$ cat src/hw/rtl/mwns_pkg.sv
`timescale 1ns / 1ps
// ----------------------------------------------------------------------------
// mwns_pkg
// Shared types and codes for the weighted next-state stepper: beat structs,
// item modes, controller states and the controller/datapath link.
// ----------------------------------------------------------------------------
package mwns_pkg;

  localparam logic [1:0] MODE_WRITE = 2'd0;
  localparam logic [1:0] MODE_STEP  = 2'd1;
  localparam logic [1:0] MODE_RESET = 2'd2;

  typedef struct packed {
    logic [1:0]  mode;
    logic [3:0]  row;
    logic [3:0]  column;
    logic [7:0]  weight;
    logic [15:0] random_fraction;
  } in_beat_t;

  typedef struct packed {
    logic [3:0]  next_state;
    logic [15:0] gate_onehot;
    logic        moved;
  } out_beat_t;

  typedef enum logic [3:0] {
    ST_CLEAR,
    ST_IDLE,
    ST_WRITE,
    ST_SUM,
    ST_SUM_LAST,
    ST_MUL,
    ST_SCAN,
    ST_SCAN_LAST,
    ST_FINISH
  } ctrl_state_t;

  typedef struct packed {
    logic accept;
    logic clear_wr;
    logic item_wr;
    logic rd_en;
    logic scan;
    logic load_target;
    logic out_load;
  } dp_cmd_t;

  typedef struct packed {
    logic [1:0] in_mode;
    logic       sum_zero;
    logic       out_free;
  } dp_stat_t;

endpackage

$ cat src/hw/rtl/mwns_ctrl.sv
`timescale 1ns / 1ps
// ----------------------------------------------------------------------------
// mwns_ctrl
// Sequencer: clears the weight memory after reset, then runs each item as a
// write, a row sum then (if nonzero) a prefix scan, or a direct result.
// ----------------------------------------------------------------------------
module mwns_ctrl import mwns_pkg::*; #(
  parameter int NUM_STATES = 16,
  localparam int AW = $clog2(NUM_STATES * NUM_STATES)
) (
  input  logic          clk,
  input  logic          rst,
  input  logic          in_valid,
  output logic          in_ready,
  input  dp_stat_t      stat,
  output dp_cmd_t       cmd,
  output logic [AW-1:0] cnt
);

  localparam logic [AW-1:0] CNT_CLEAR_LAST = AW'(NUM_STATES * NUM_STATES - 1);
  localparam logic [AW-1:0] CNT_ROW_LAST   = AW'(NUM_STATES - 1);

  ctrl_state_t   state, state_next;
  logic [AW-1:0] cnt_next;

  always_ff @(posedge clk) begin
    if (rst) begin
      state <= ST_CLEAR;
      cnt   <= '0;
    end else begin
      state <= state_next;
      cnt   <= cnt_next;
    end
  end

  always_comb begin
    state_next = state;
    cnt_next   = cnt;
    cmd        = '0;
    in_ready   = 1'b0;
    unique case (state)
      ST_CLEAR: begin
        cmd.clear_wr = 1'b1;
        if (cnt == CNT_CLEAR_LAST) begin
          cnt_next   = '0;
          state_next = ST_IDLE;
        end else begin
          cnt_next = cnt + 1'b1;
        end
      end
      ST_IDLE: begin
        in_ready = 1'b1;
        if (in_valid) begin
          cmd.accept = 1'b1;
          unique case (stat.in_mode)
            MODE_WRITE: state_next = ST_WRITE;
            MODE_STEP:  state_next = ST_SUM;
            default:    state_next = ST_FINISH;
          endcase
        end
      end
      ST_WRITE: begin
        cmd.item_wr = 1'b1;
        state_next  = ST_FINISH;
      end
      ST_SUM: begin
        cmd.rd_en = 1'b1;
        if (cnt == CNT_ROW_LAST) begin
          cnt_next   = '0;
          state_next = ST_SUM_LAST;
        end else begin
          cnt_next = cnt + 1'b1;
        end
      end
      // last read of the row lands in the accumulator here
      ST_SUM_LAST: state_next = ST_MUL;
      ST_MUL: begin
        cmd.load_target = 1'b1;
        state_next      = stat.sum_zero ? ST_FINISH : ST_SCAN;
      end
      ST_SCAN: begin
        cmd.rd_en = 1'b1;
        cmd.scan  = 1'b1;
        if (cnt == CNT_ROW_LAST) begin
          cnt_next   = '0;
          state_next = ST_SCAN_LAST;
        end else begin
          cnt_next = cnt + 1'b1;
        end
      end
      ST_SCAN_LAST: state_next = ST_FINISH;
      ST_FINISH: begin
        if (stat.out_free) begin
          cmd.out_load = 1'b1;
          state_next   = ST_IDLE;
        end
      end
      default: state_next = ST_IDLE;
    endcase
  end

endmodule

$ cat src/hw/rtl/mwns_datapath.sv
`timescale 1ns / 1ps
// ----------------------------------------------------------------------------
// mwns_datapath
// Weight memory, row accumulator, target multiplier, prefix compare, current
// state and the output register.
// ----------------------------------------------------------------------------
module mwns_datapath import mwns_pkg::*; #(
  parameter int NUM_STATES  = 16,
  parameter int WEIGHT_BITS = 8,
  parameter int RANDOM_BITS = 16,
  localparam int AW = $clog2(NUM_STATES * NUM_STATES)
) (
  input  logic          clk,
  input  logic          rst,
  input  in_beat_t      in_data,
  input  dp_cmd_t       cmd,
  input  logic [AW-1:0] cnt,
  output dp_stat_t      stat,
  input  logic          out_ready,
  output logic          out_valid,
  output out_beat_t     out_data
);

  localparam int SW    = $clog2(NUM_STATES);
  localparam int DEPTH = NUM_STATES * NUM_STATES;
  localparam int SUMW  = WEIGHT_BITS + SW;
  localparam int TW    = SUMW + RANDOM_BITS;

  logic [WEIGHT_BITS-1:0] mem [DEPTH];
  logic [WEIGHT_BITS-1:0] rdata;

  in_beat_t         item;
  logic [SW-1:0]    cur;
  logic [SUMW-1:0]  acc, acc_sum;
  logic [TW-1:0]    target;
  logic             found, hit;
  logic [SW-1:0]    sel;
  logic             data_valid, data_scan;
  logic [SW-1:0]    data_col;
  logic [AW-1:0]    wr_addr, rd_addr;
  logic             wr_in_range;
  logic [RANDOM_BITS-1:0] rnd;
  logic [SW-1:0]    state_new;
  out_beat_t        out_next;

  assign wr_in_range = (32'(item.row) < NUM_STATES) && (32'(item.column) < NUM_STATES);
  assign wr_addr     = AW'(32'(item.row) * NUM_STATES + 32'(item.column));
  assign rd_addr     = AW'(32'(cur) * NUM_STATES + 32'(cnt[SW-1:0]));
  assign rnd         = RANDOM_BITS'(item.random_fraction);

  always_ff @(posedge clk) begin
    if (cmd.clear_wr) begin
      mem[cnt] <= '0;
    end else if (cmd.item_wr && wr_in_range) begin
      mem[wr_addr] <= WEIGHT_BITS'(item.weight);
    end
    if (cmd.rd_en) begin
      rdata <= mem[rd_addr];
    end
  end

  assign acc_sum = acc + SUMW'(rdata);
  // prefix * 2^RANDOM_BITS > random * sum
  assign hit = data_valid && data_scan && !found &&
               ({acc_sum, {RANDOM_BITS{1'b0}}} > target);

  always_comb begin
    priority if (item.mode == MODE_RESET) begin
      state_new = '0;
    end else if (item.mode == MODE_STEP && found) begin
      state_new = sel;
    end else begin
      state_new = cur;
    end
    out_next.next_state  = 4'(state_new);
    out_next.gate_onehot = 16'd1 << state_new;
    out_next.moved       = (item.mode == MODE_STEP) && found;
  end

  always_ff @(posedge clk) begin
    if (rst) begin
      cur        <= '0;
      out_valid  <= 1'b0;
      data_valid <= 1'b0;
      found      <= 1'b0;
    end else begin
      data_valid <= cmd.rd_en;
      if (cmd.accept) begin
        found <= 1'b0;
      end else if (hit) begin
        found <= 1'b1;
      end
      if (cmd.out_load) begin
        cur <= state_new;
      end
      if (cmd.out_load) begin
        out_valid <= 1'b1;
      end else if (out_ready) begin
        out_valid <= 1'b0;
      end
    end
  end

  always_ff @(posedge clk) begin
    data_scan <= cmd.scan;
    data_col  <= cnt[SW-1:0];
    if (cmd.accept) begin
      item <= in_data;
    end
    if (cmd.accept || cmd.load_target) begin
      acc <= '0;
    end else if (data_valid) begin
      acc <= acc_sum;
    end
    if (cmd.load_target) begin
      target <= TW'(rnd) * TW'(acc);
    end
    if (hit) begin
      sel <= data_col;
    end
    if (cmd.out_load) begin
      out_data <= out_next;
    end
  end

  assign stat.in_mode  = in_data.mode;
  assign stat.sum_zero = (acc == '0);
  assign stat.out_free = !out_valid || out_ready;

endmodule

$ cat src/hw/rtl/markov_weighted_next_state.sv
`timescale 1ns / 1ps
// ----------------------------------------------------------------------------
// markov_weighted_next_state
// Markov chain stepper with roulette-wheel choice of the next state.
// ----------------------------------------------------------------------------
// After reset the weight memory is swept to zero, one entry per cycle, over
// all NUM_STATES*NUM_STATES entries; no item is taken during that time. Items
// are taken one at a time. A step reads the current row from the single-port
// weight memory twice, once to sum it and once to walk the prefix sums; a step
// on an all-zero row skips the prefix walk. One result beat per item; the
// output register lets the next item be accepted while a result still waits,
// and an item stalls in its last cycle until that register is free.
// ----------------------------------------------------------------------------
module markov_weighted_next_state import mwns_pkg::*; #(
  parameter int NUM_STATES  = 16,
  parameter int WEIGHT_BITS = 8,
  parameter int RANDOM_BITS = 16
) (
  input  logic      clk,
  input  logic      rst,
  input  logic      in_valid,
  output logic      in_ready,
  input  in_beat_t  in_data,
  output logic      out_valid,
  input  logic      out_ready,
  output out_beat_t out_data
);

  localparam int AW = $clog2(NUM_STATES * NUM_STATES);

  dp_cmd_t       cmd;
  dp_stat_t      stat;
  logic [AW-1:0] cnt;

  mwns_ctrl #(
    .NUM_STATES (NUM_STATES)
  ) u_ctrl (
    .clk      (clk),
    .rst      (rst),
    .in_valid (in_valid),
    .in_ready (in_ready),
    .stat     (stat),
    .cmd      (cmd),
    .cnt      (cnt)
  );

  mwns_datapath #(
    .NUM_STATES  (NUM_STATES),
    .WEIGHT_BITS (WEIGHT_BITS),
    .RANDOM_BITS (RANDOM_BITS)
  ) u_datapath (
    .clk       (clk),
    .rst       (rst),
    .in_data   (in_data),
    .cmd       (cmd),
    .cnt       (cnt),
    .stat      (stat),
    .out_ready (out_ready),
    .out_valid (out_valid),
    .out_data  (out_data)
  );

endmodule

$ cat config.mk
export PLATFORM = sky130hd
export DESIGN_NAME = markov_weighted_next_state
export DESIGN_NICKNAME = d
export VERILOG_FILES = /design/src/hw/rtl/mwns_pkg.sv /design/src/hw/rtl/mwns_ctrl.sv /design/src/hw/rtl/mwns_datapath.sv /design/src/hw/rtl/markov_weighted_next_state.sv
export SDC_FILE = /design/constraint.sdc
export NUM_CORES = 2
export LEC_CHECK = 0
export BUFFER_PORTS_ARGS = -buffer_cell sky130_fd_sc_hd__buf_2
export CELL_PAD_IN_SITES_DETAIL_PLACEMENT = 1
export CELL_PAD_IN_SITES_GLOBAL_PLACEMENT = 1
export CORE_MARGIN = 4
export CORE_UTILIZATION = 60
export DETAILED_ROUTE_END_ITERATION = 8
export PLACE_DENSITY = 0.85
export SLEW_MARGIN = 20
export SYNTH_ARGS = -nofsm -noshare
export SYNTH_HDL_FRONTEND = slang
export SYNTH_HIERARCHICAL = 1
export SYNTH_SLANG_ARGS = --single-unit
$ cat constraint.sdc
create_clock -name clk -period 17.2 [get_ports clk]
set_clock_uncertainty 0.2 [all_clocks]
set_input_delay 0.86 -clock clk [delete_from_list [all_inputs] [get_ports clk]]
set_output_delay 0.86 -clock clk [all_outputs]
set_load 0.01 [all_outputs]
# Word-level counts from Yosys, hierarchy flattened
# Memories as Yosys holds them, arrays and structs flattened. A register that Yosys moved wholly into a read port is not among the register bits.
# Index checks and enable logic that the tools add are counted.
# Widths: inputs -> output; s select.
# totals
regBits	123
ram_bits	2048
in_bits	38
out_inout_bits	23
word_cells	96
mem_count	1
# memory_table
memory	depth	width	rd	rd_ports_with_merged_regs	write_ports	line	source
u_datapath.mem	256	8	1	1	1	mwns_datapath.sv:29	logic [WEIGHT_BITS-1:0] mem [DEPTH];
# op_classes
n_addsub	4
n_mul	1
magnitude_cmp	1
n_eq_ne	18
shift	1
mux	33
reduce_logical	18
# ops
operator	n
$mux 4	8
$mux 8	4
$pmux 4 s8	1
$gt 28x28->1	1
$mul 16x12->28	1
$mux 1	18
$add 8x4->8	2
$eq 4x3->1 const B	4
$pmux 8 s2	1
$shl 1x4->16 const A	1
$add 12x8->12	1
$logic_not 12->1	1
$add 8x1->8 const B	1
$eq 4x2->1 const B	2
$eq 8x4->1 const B	1
$eq 8x8->1 const B	1
$pmux 4 s2	1
$reduce_or 8->1	1
$ne 2x1->1 const B	3
$reduce_or 2->1	3
$reduce_and 5->1	1
$eq 2x1->1 const B	2
$eq 4x1->1 const B	1
$eq 4x4->1 const B	1
other kinds (8)	15

# Longest topological paths before layout
# depth
ltp_word	7
mapped_depth	23
ltp_nobuf	20

# Modules after synthesis
# Netlist, hierarchy kept.
# by_module_without_submodules
module	instances	cells_per_inst	area_per_inst_um2	seq_area_each_um2
mwns_datapath	1	4343	89762.3	64832.2
mwns_ctrl	1	105	869.6	240.2

# Least setup slack after synthesis
# OpenSTA, ideal clock, no wires.
# synth_timing
path_type	flip-flop to flip-flop
from	register u_ctrl.state[1]
to	memory u_datapath.mem[0][0], data pin
setup_time_ns	0.870
arrival_ns	4.780
t_required_ns	16.130
path_slack_ns	11.350
path_stages_with_launch	8
n_path_buf	2
period_less_slack_ns	5.850
cell_sequence	dfxtp_1 -> buf_2 -> inv_1 -> nor4_1 -> inv_1 -> nor2_1 -> clkbuf_1 -> and2_1
# synth_rtl
element	line	source
start, declared	mwns_ctrl.sv:23	ctrl_state_t state, state_next;
start signal, assigned	mwns_ctrl.sv:31	state <= state_next;
end, declared	mwns_datapath.sv:29	

# Final worst setup path
# layout_timing
from	register u_datapath.acc[4]
to	register u_datapath.target[27], data pin
# layout_between
elab_chain_cells	1
# layout_rtl
element	line	source
start, declared	mwns_datapath.sv:34	logic [SUMW-1:0] acc, acc_sum;
start signal, assigned	mwns_datapath.sv:113	acc <= acc_sum;
$mul 16x12->28	mwns_datapath.sv:116	target <= TW'(rnd) * TW'(acc);
end signal, assigned	mwns_datapath.sv:116	
end, declared	mwns_datapath.sv:35	logic [TW-1:0] target;
# No other way between the ends.
# A chain may end at the register's enable or synchronous reset.

==> out/metrics.cfg <==
[global_routing]
grt_overflow = 0
grt_util_all_layers_pct = 35.7
antenna_violations_before_repair = 15
grt_first_pass_wirelength_um = 394000
pin_count_of_the_biggest_net_entering_global_routing = 144
vias_in_the_first_global_route = 50400

[floorplanning]
die_width_um = 397
initial_utilization_pct = 60.4
floorplan.rows = 142
ios = 61
die_y_um = 397
die-area_um2 = 157000
core-area_um2 = 150000

[synth]
synth-warning-count = 6
share_of_yosys_cell_area_claimed_by_the_top_area_cell_type_pct = 71.0
yosys-top-cells-area = sky130_fd_sc_hd__edfxtp_1 (71%), sky130_fd_sc_hd__mux4_2 (17%), sky130_fd_sc_hd__fa_1 (3.1%)
ff_latch_count_synth = 2179
dominantRegCellSynth = sky130_fd_sc_hd__edfxtp_1
synth_most_common_cell = sky130_fd_sc_hd__edfxtp_1
number_of_distinct_standard_cells_referenced_by_the_synthesized_netlist = 64
synth.yosys.seq_area_share_pct = 71.8
netlist_instances = 4448
synth-edff-count = 2143
async_flop_share_pct = 0
synth_common_cells = sky130_fd_sc_hd__edfxtp_1 (2143), sky130_fd_sc_hd__mux4_2 (672), sky130_fd_sc_hd__nor2_1 (304)
synth_top_cell_by_area = sky130_fd_sc_hd__edfxtp_1
synth_net_count = 4714
post_synth.cell_area_avg_um2 = 20.4
synth_area_um2 = 90600

[pwr]
fin_total_pwr_mw = 14.4
intPower_mw = 9.97
total_power_per_unit_cell_area_nw_per_um2 = 144
p_sw_share_pct = 30.9
switching_power_mw = 4.45
leakagePower_nw = 28.0
power.share.clock_pct = 32.7
vdd_ir_drop_max_mv = 0.210
pwr-share-comb_pct = 25.6
p_seq_share_pct = 41.7

[critical_path]
timing_worst_setup_path_type = flip-flop to flip-flop
critical_path.max_fanout = 19
worst-endpoint-arrival_ps = 6960
cp_top_family = adder cells
cp.buffers_inverters = 3
cp-end-kind = flip-flop
crit_chain = nand2_1 > fa_1 > fa_1 > inv_1 > fa_1 > fa_1 > inv_1 > fa_1 > inv_1 > ha_1 > a21oi_1 > o21bai_1 > a221oi_1 > o211ai_1 > a2111oi_0 > o21bai_1 > a21oi_1 > xor2_1
cp.required_ps = 17550
crit-reg2reg-capture = u_datapath/target[27]
worst_r2r_startpoint = u_datapath/acc[4]
worst_setup_path_start_kind = flip-flop
worst_path_largest_cell_delay_ps = 900
worst_path_most_repeated_cell = sky130_fd_sc_hd__fa_1
worst_r2r_path_depth = 18
critical_path.slowest_cell = sky130_fd_sc_hd__dfxtp_1
worst-r2r-setup-slack_ps = 10590

[routing]
postRouteWirelength_um = 275000
vias = 49000
wl_per_cell_um = 40.6
vias_per_cell = 7.24
drt_first_iter_violations = 8101
drtPass1Iterations = 8
drt.antenna.violating_nets = 0
detail_route.drc_violations = 0

[clocking]
cts_hold_buf = 24
ctsHtreeMaxLevel = 4
clock_transition_at_the_registers_of_the_reported_paths_ps = 70
post_cts_resize_count = 0
cts.root.buffer_cell = sky130_fd_sc_hd__clkbuf_16
tritoncts_num_sinks = 2179
clock_insertion_delay_worst_skew_ps = 880
clock_path_buffers = 3
tritoncts = yes
postCtsSetupBuffers = 0
cts_made_buffers = 207

[layout]
instances_no_fill = 6771
layout.cell_area.non_filler_um2 = 100000
drive_gt1_share_pct = 23.9
final_nets = 4831
fin_util_pct = 66.9
areaGrowthSynthToFinish_pct = 10.6

[worst_hold_path]
startpoint_of_the_tightest_hold_check_path = in_data[7]
whs_endpoint = u_datapath/rnd[7]
hold_depth = 1
timing.hold.worst.class = input port to flip-flop

[sta]
tightest_hold_margin_ps = 44.6
actual_slew_at_the_worst_max_slew_pin_ps = 1330
final.period_utilization_pct = 38.4
layout_setup_ws_ps = 10590
relSlewSlack_pct = 10.8
post-route-min-period_ps = 6610
endpoints_failing_hold = 0
final_setup_vio_count = 0
maxClockFrequency_mhz = 151
fin_tns_setup_ps = 0
rsz_0062_raised_after_global_routing = false
report.final.slew_viol_count = 0

[run_status]
outcome = complete, no violations

[placement]
port_buffers = 60
dp_slack_ps = 10760
dpl.hpwl_um = 141000
post-place-cells = 6343
final_wtd_congestion = 0.816
dpl-instance-area_um2 = 93000

[run]
cap_viol_max_count = 0

==> routing by layer <==
metal | vias up | global-route usage (%) | share of wire (%)
met3 | 930 | 8.21 | 12
met5 | - | 0 | 0.032
li1 | 18100 | - | -
met4 | 12 | 18.0 | 6.2
met2 | 4322 | 56.7 | 49
met1 | 25700 | 47.4 | 33
==> final cells by class <==
class	instances	area [µm²]
Antenna cell	11	27.5
Clock buffer	254	5360
Clock inverter	134	1440
Fill cell	11800	49700
Inverter	207	777
Multi-Input combinational cell	1818	23900
Sequential cell	2179	65100
Tap cell	2016	2520
Timing Repair Buffer	152	1210
==> cell families after synthesis <==
family	share of synthesized area (%)
xor gates and xnor gates	0.261
buffers and inverters	1.99
adders and majority gates	4.32
and+or+nand+nor	3.59
muxes	16.8
DFF	71.8
AOI/OAI and AO/OA	1.22
==> state kept, by name, indices dropped and copies added, names as in the netlist, 8 cells and up <==
| name | count |
|---|---|
| u_datapath/out_data | 21 |
| u_datapath/rdata | 8 |
| u_datapath/mem | 2048 |
| u_datapath/rnd | 16 |
| u_datapath/item | 18 |
| u_datapath/acc | 12 |
| u_datapath/target | 28 |
| u_ctrl/cnt | 8 |
==> power groups by stage <==
stage	registers (mW)	logic (mW)	clock network [mW]
floorplan	6.04	2.71	0
global placement	6.13	3.50	0
detailed placement	6.14	3.60	0
CTS	6.03	3.69	4.69
global route	6.02	4.09	4.98
finish	6.02	3.69	4.72
==> worst max-delay path by stage <==
stage	depth (start not counted)	endpoint	slack (ps)	startpoint
after floorplan	7	u_datapath/mem[0][0]	11350	u_ctrl/state[1]
after CTS	18	u_datapath/target[27]	10580	u_datapath/acc[4]
after global routing	18	u_datapath/target[27]	10300	u_datapath/acc[8]
final	18	u_datapath/target[27]	10590	u_datapath/acc[4]
after global placement	17	u_datapath/target[26]	10940	u_datapath/acc[8]
after detailed placement	17	u_datapath/target[24]	10760	u_datapath/acc[8]
==> cells in the final DEF, fill, tap and decap left out, drive strengths merged, types with 8 or more instances in the layout <==
master and instances:
edfxtp 2143, mux4 672, nor2 304, clkbuf 254
inv 209, nand2 196, fa 141, buf 128
clkinv 109, ha 87, and2 82, o21ai 36
dfxtp 36, a21oi 30, dlygate4sd3 24, a22oi 21
nand3 21, xnor2 20, nand2b 19, bufinv 18
nor4 14, nor3 14, or3 13, a21o 13
a211oi 13, nor2b 12, diode 11, mux2i 10
nand3b 9, and3 8
No activity file was read; power rests on OpenSTA's default activity.
